===== src/hdl/hcp_ram.sv =====
// Generic single-write, single-read RAM with registered read data.
`timescale 1ns / 1ps
module hcp_ram #(
    parameter int WIDTH = 8,
    parameter int DEPTH = 16,
    localparam int AddrW = (DEPTH > 1) ? $clog2(DEPTH) : 1
) (
    input  logic             i_clk,
    input  logic             i_wr_en,
    input  logic [AddrW-1:0] i_wr_addr,
    input  logic [WIDTH-1:0] i_wr_data,
    input  logic             i_rd_en,
    input  logic [AddrW-1:0] i_rd_addr,
    output logic [WIDTH-1:0] o_rd_data
);
    logic [WIDTH-1:0] r_mem [DEPTH];
    logic [WIDTH-1:0] r_rd_data;

    always_ff @(posedge i_clk) begin
        if (i_wr_en) begin
            r_mem[i_wr_addr] <= i_wr_data;
        end
        if (i_rd_en) begin
            r_rd_data <= r_mem[i_rd_addr];
        end
    end

    assign o_rd_data = r_rd_data;
endmodule


===== config.mk =====
export PLATFORM = sky130hd
export DESIGN_NAME = hcp_ram
export DESIGN_NICKNAME = d
export VERILOG_FILES = /design/src/hdl/hcp_ram.sv
export SDC_FILE = /design/constraint.sdc
export NUM_CORES = 1
export LEC_CHECK = 0
export ABC_AREA = 0
export BUFFER_PORTS_ARGS = -buffer_cell sky130_fd_sc_hd__buf_2
export CAP_MARGIN = 5
export CORE_ASPECT_RATIO = 0.7
export CORE_MARGIN = 5
export CORE_UTILIZATION = 55
export CTS_CLUSTER_SIZE = 10
export DETAILED_ROUTE_END_ITERATION = 16
export GPL_TIMING_DRIVEN = 1
export PLACE_DENSITY_LB_ADDON = 0.2
export SETUP_SLACK_MARGIN = 0.02
export SLEW_MARGIN = 20
export SYNTH_ARGS = -nofsm -noshare
export SYNTH_HDL_FRONTEND = slang
export SYNTH_SLANG_ARGS = --single-unit

===== constraint.sdc =====
create_clock -name i_clk -period 2.8 [get_ports i_clk]
set_input_delay 0.56 -clock i_clk [delete_from_list [all_inputs] [get_ports i_clk]]
set_output_delay 0.56 -clock i_clk [all_outputs]
set_load 0.005 [all_outputs]

# Yosys cells after proc, flatten, opt, wreduce, memory -nomap -nowiden
# Memory sizes are Yosys's and may differ from the RTL's. A register that Yosys moved wholly into a read port is not among the register bits.
# Cells that the tools add are included.
[totals] ff_bits=0 ramBits=128 in_bits=19 output_inout_bits=8 wordCells=3 memories=1
[classes] n_mux=2
[memory_table] memory="r_mem" words=16 word_bits=8 read_ports=1 rd_clocked_by_memory_dff=1 wr=1 line_no="16" text="logic [WIDTH-1:0] r_mem [DEPTH];"
[ops] cell="$mux W1" count=2

# Longest topological paths before layout
[depth] ltp_word=2 ltp_mapped=5 depth_no_buf=3

# Worst setup path before layout
# OpenSTA, ideal clock, no wires.
[synth_timing] path_kind="input port to flip-flop" startpoint="input port i_wr_addr[2]" endpoint="memory r_mem[0][0], enable pin" setup_time_ns=0.383 arrival_time_ns=1.670 required_ns=2.417 setup_slack_ns=0.747 path_stages=2 n_path_buf=0 path_cell_list="or3b_2 > nor3_1"
[synth_lines] item="start: declaration" line_no="10" text="input logic [AddrW-1:0] i_wr_addr,"
[synth_lines] item="end: declaration" line_no="16"
# Straight into the memory's write port.

==> flow_summary.json <==
{
  "die_w_microns": 126.5,
  "gp_congestion": 0.7403,
  "crit_chain": "buf_2 > buf_12 > mux4_1 > a22oi_1 > nand2_1",
  "vias": 2422,
  "rr_startpoint": "r_mem[3][7]",
  "regToRegSetupSlack_ns": 1.31,
  "finalSetupTns_ns": 0,
  "outcome": "finished clean",
  "die_area_sq_um": 11590,
  "power_frac_seq": 0.507,
  "fin_skew_ns": 0.009298,
  "diodes": 0,
  "io_pins": 27,
  "syn_nets": 248,
  "via_per_inst": 5.767,
  "core_area_sq_um": 9180,
  "power_mw": 4.546,
  "worstSetupPathType": "input port to flop",
  "slew_headroom": 0.4510,
  "intPower_mw": 3.666,
  "rsz0062_at_grt": "false",
  "multiInputGateArea_sq_um": 1057,
  "dp_hpwl_mm": 6.256,
  "hold_path.class": "input port to flop",
  "synthTopCellsByArea": "edfxtp_1, mux4_2, mux4_1, a22oi_1, nor2_1",
  "clkPwrFrac": 0.447,
  "comb_power_share": 0.045,
  "reg2reg_depth": 3,
  "avgSynthCellArea_sq_um": 22.83,
  "p_per_area_nw_per_um2": 740.7,
  "startpoint_type": "input port",
  "fill_cells": 605,
  "cts_sinks": 136,
  "postRouteAntennaNets": 0,
  "cp.arrival_ns": 1.88,
  "endpoint_kind": "flop",
  "worstPathMaxFanout": 32,
  "yosys.area.top_type": "edfxtp_1",
  "cts_root_buffer": "clkbuf_16",
  "yosys_warnings": 0,
  "fp-row-count": 29,
  "fmax_mhz": 577.3,
  "regArea_sq_um": 4084,
  "areaGrowthSynthToFinish_pct": 17.42,
  "die_h_microns": 91.57,
  "grt-ovfl-total": 0,
  "drive_gt1_frac": 0.2939,
  "crit_required_ns": 2.94,
  "first_iter_violations": 203,
  "critPathSlowestCell": "mux4_1",
  "hold_viol": 0,
  "syn_inst": 229,
  "port-buffer-count": 26,
  "antenna_found_initial": 0,
  "grt_pass1_wl_mm": 15.21,
  "worst-path-buf-inv": 2,
  "peakVddDrop_v": 0.0006364,
  "routed_wl_mm": 9.682,
  "cts.path.max_buffers": 2,
  "whs_path_depth": 1,
  "numCtsBuffers": 17,
  "final_common_cell": "edfxtp_1",
  "clk_pin_slew_worst_paths_ns": 0.05,
  "hold-path-endpoint": "o_rd_data[0]",
  "fin_crit_sh": 0.6186,
  "p_leak_nw": 2.079,
  "nets": 302,
  "worstReg2RegEnd": "o_rd_data[7]",
  "critPathTopFamily": "multiplexers",
  "setup_violations": 0,
  "grt_pass1_vias": 2624,
  "cap_violations": 0,
  "cts_tree": "built",
  "grt_max_degree": 33,
  "power_switching_uw": 880.8,
  "avgRoutedWirePerCell_microns": 23.05,
  "cts-htree-levels": 4,
  "initial_core_util": 0.5694,
  "netlist_area_sq_um": 5228,
  "slowest_delay_ns": 0.58,
  "synth_top_area_frac": 0.7812,
  "ys_seq_area_frac": 0.7812,
  "ctsHoldBuffers": 0,
  "clk_latency_ns": 0.41,
  "ys_types": 18,
  "final_cell_mix": "edfxtp_1, buf_2, mux4_2, clkbuf_16, buf_4",
  "postLayoutCoreUtil": 0.6687,
  "fin_cells": 420,
  "groute.usage.overall": 0.1848,
  "cts_resized": 0,
  "dp.cells": 388,
  "firstDrtPassIters": 4,
  "swShare": 0.1937,
  "synth-seq-cells": 136,
  "hp-start": "i_rd_en",
  "postCtsSetupRepairBufs": 0,
  "worst_pin_slew_ns": 0.8218,
  "drcViolationCount": 0,
  "layout_min_cycle_time_ns": 1.732,
  "finalMaxSlewViolations": 0
}
[sequential cells by signal, indices dropped and copies added (netlist names)]
name / count
o_rd_data: 8
r_mem: 128
[worst max-delay path by stage]
stage	start	cells after the start	slack (ns)	endpoint
2_1_floorplan	i_wr_addr[2]	2	0.75	r_mem[0][0]
3_3_place_gp	i_rd_addr[0]	5	0.66	o_rd_data[7]
3_5_place_dp	i_rd_addr[0]	5	0.65	o_rd_data[2]
4_1_cts	i_rd_addr[0]	5	1.07	o_rd_data[2]
5_1_grt	i_rd_addr[0]	5	1.0	o_rd_data[2]
6_report	i_rd_addr[0]	5	1.07	o_rd_data[2]
[Yosys cell counts]
| cell | instances |
|---|---|
| edfxtp_1 | 136 |
| mux4_2 | 18 |
| a22oi_1 | 16 |
| mux4_1 | 14 |
| nor2_1 | 13 |
| nand2_1 | 9 |
| nor3_1 | 4 |
| buf_2 | 3 |
| buf_6 | 3 |
| clkdlybuf4s25_2 | 3 |
| nand2b_1 | 2 |
| nand3b_1 | 2 |
| and2_1 | 1 |
| and2b_1 | 1 |
| buf_4 | 1 |
| nand3_1 | 1 |
| nor2b_1 | 1 |
| or3b_2 | 1 |
[cell type report]
cell class / instances / area share
Multi-Input combinational cell: 83 / 0.1722
Clock inverter: 13 / 0.01814
Tap cell: 124 / 0.02528
Clock buffer: 19 / 0.07053
Timing Repair Buffer: 45 / 0.04851
Sequential cell: 136 / 0.6653
[metrics by stage]
stage	hold WS [ns]	setup WS [ns]	area, sq um
global placement	0.7338	0.6625	5594
CTS	0.5022	1.071	6138
finish	0.5187	1.068	6138
detailed placement	0.7451	0.6493	5594
global route	0.5169	0.9951	6138
floorplan	0.6589	0.7471	5228
[kinds of logic (layout without fill, tap and decap cells)]
family | Yosys count | after routing | synth area share
flops | 136 | 136 | 0.7812
simple gates | 35 | 35 | 0.03136
mux | 32 | 32 | 0.1479
compound gates | 16 | 16 | 0.02298
buf+inv | 10 | 77 | 0.01651
[power by group through the flow]
stage	Clock (mW)	Sequential (mW)	Combinational (mW)
6_report	2.03	2.31	0.207
2_1_floorplan	0	2.35	0.116
3_3_place_gp	0	2.35	0.206
5_1_grt	2.17	2.31	0.228
4_1_cts	2.07	2.31	0.210
3_5_place_dp	0	2.35	0.210
[metal layers]
metal / share of wire / vias up / GRT usage
li1: - / 1094 / -
met1: 0.44 / 1238 / 0.2739
met2: 0.47 / 83 / 0.2676
met3: 0.076 / 7 / 0.05103
met4: 0.0057 / 0 / 0.06429
met5: 0 / - / 0
(Power assumes the default switching activity.)
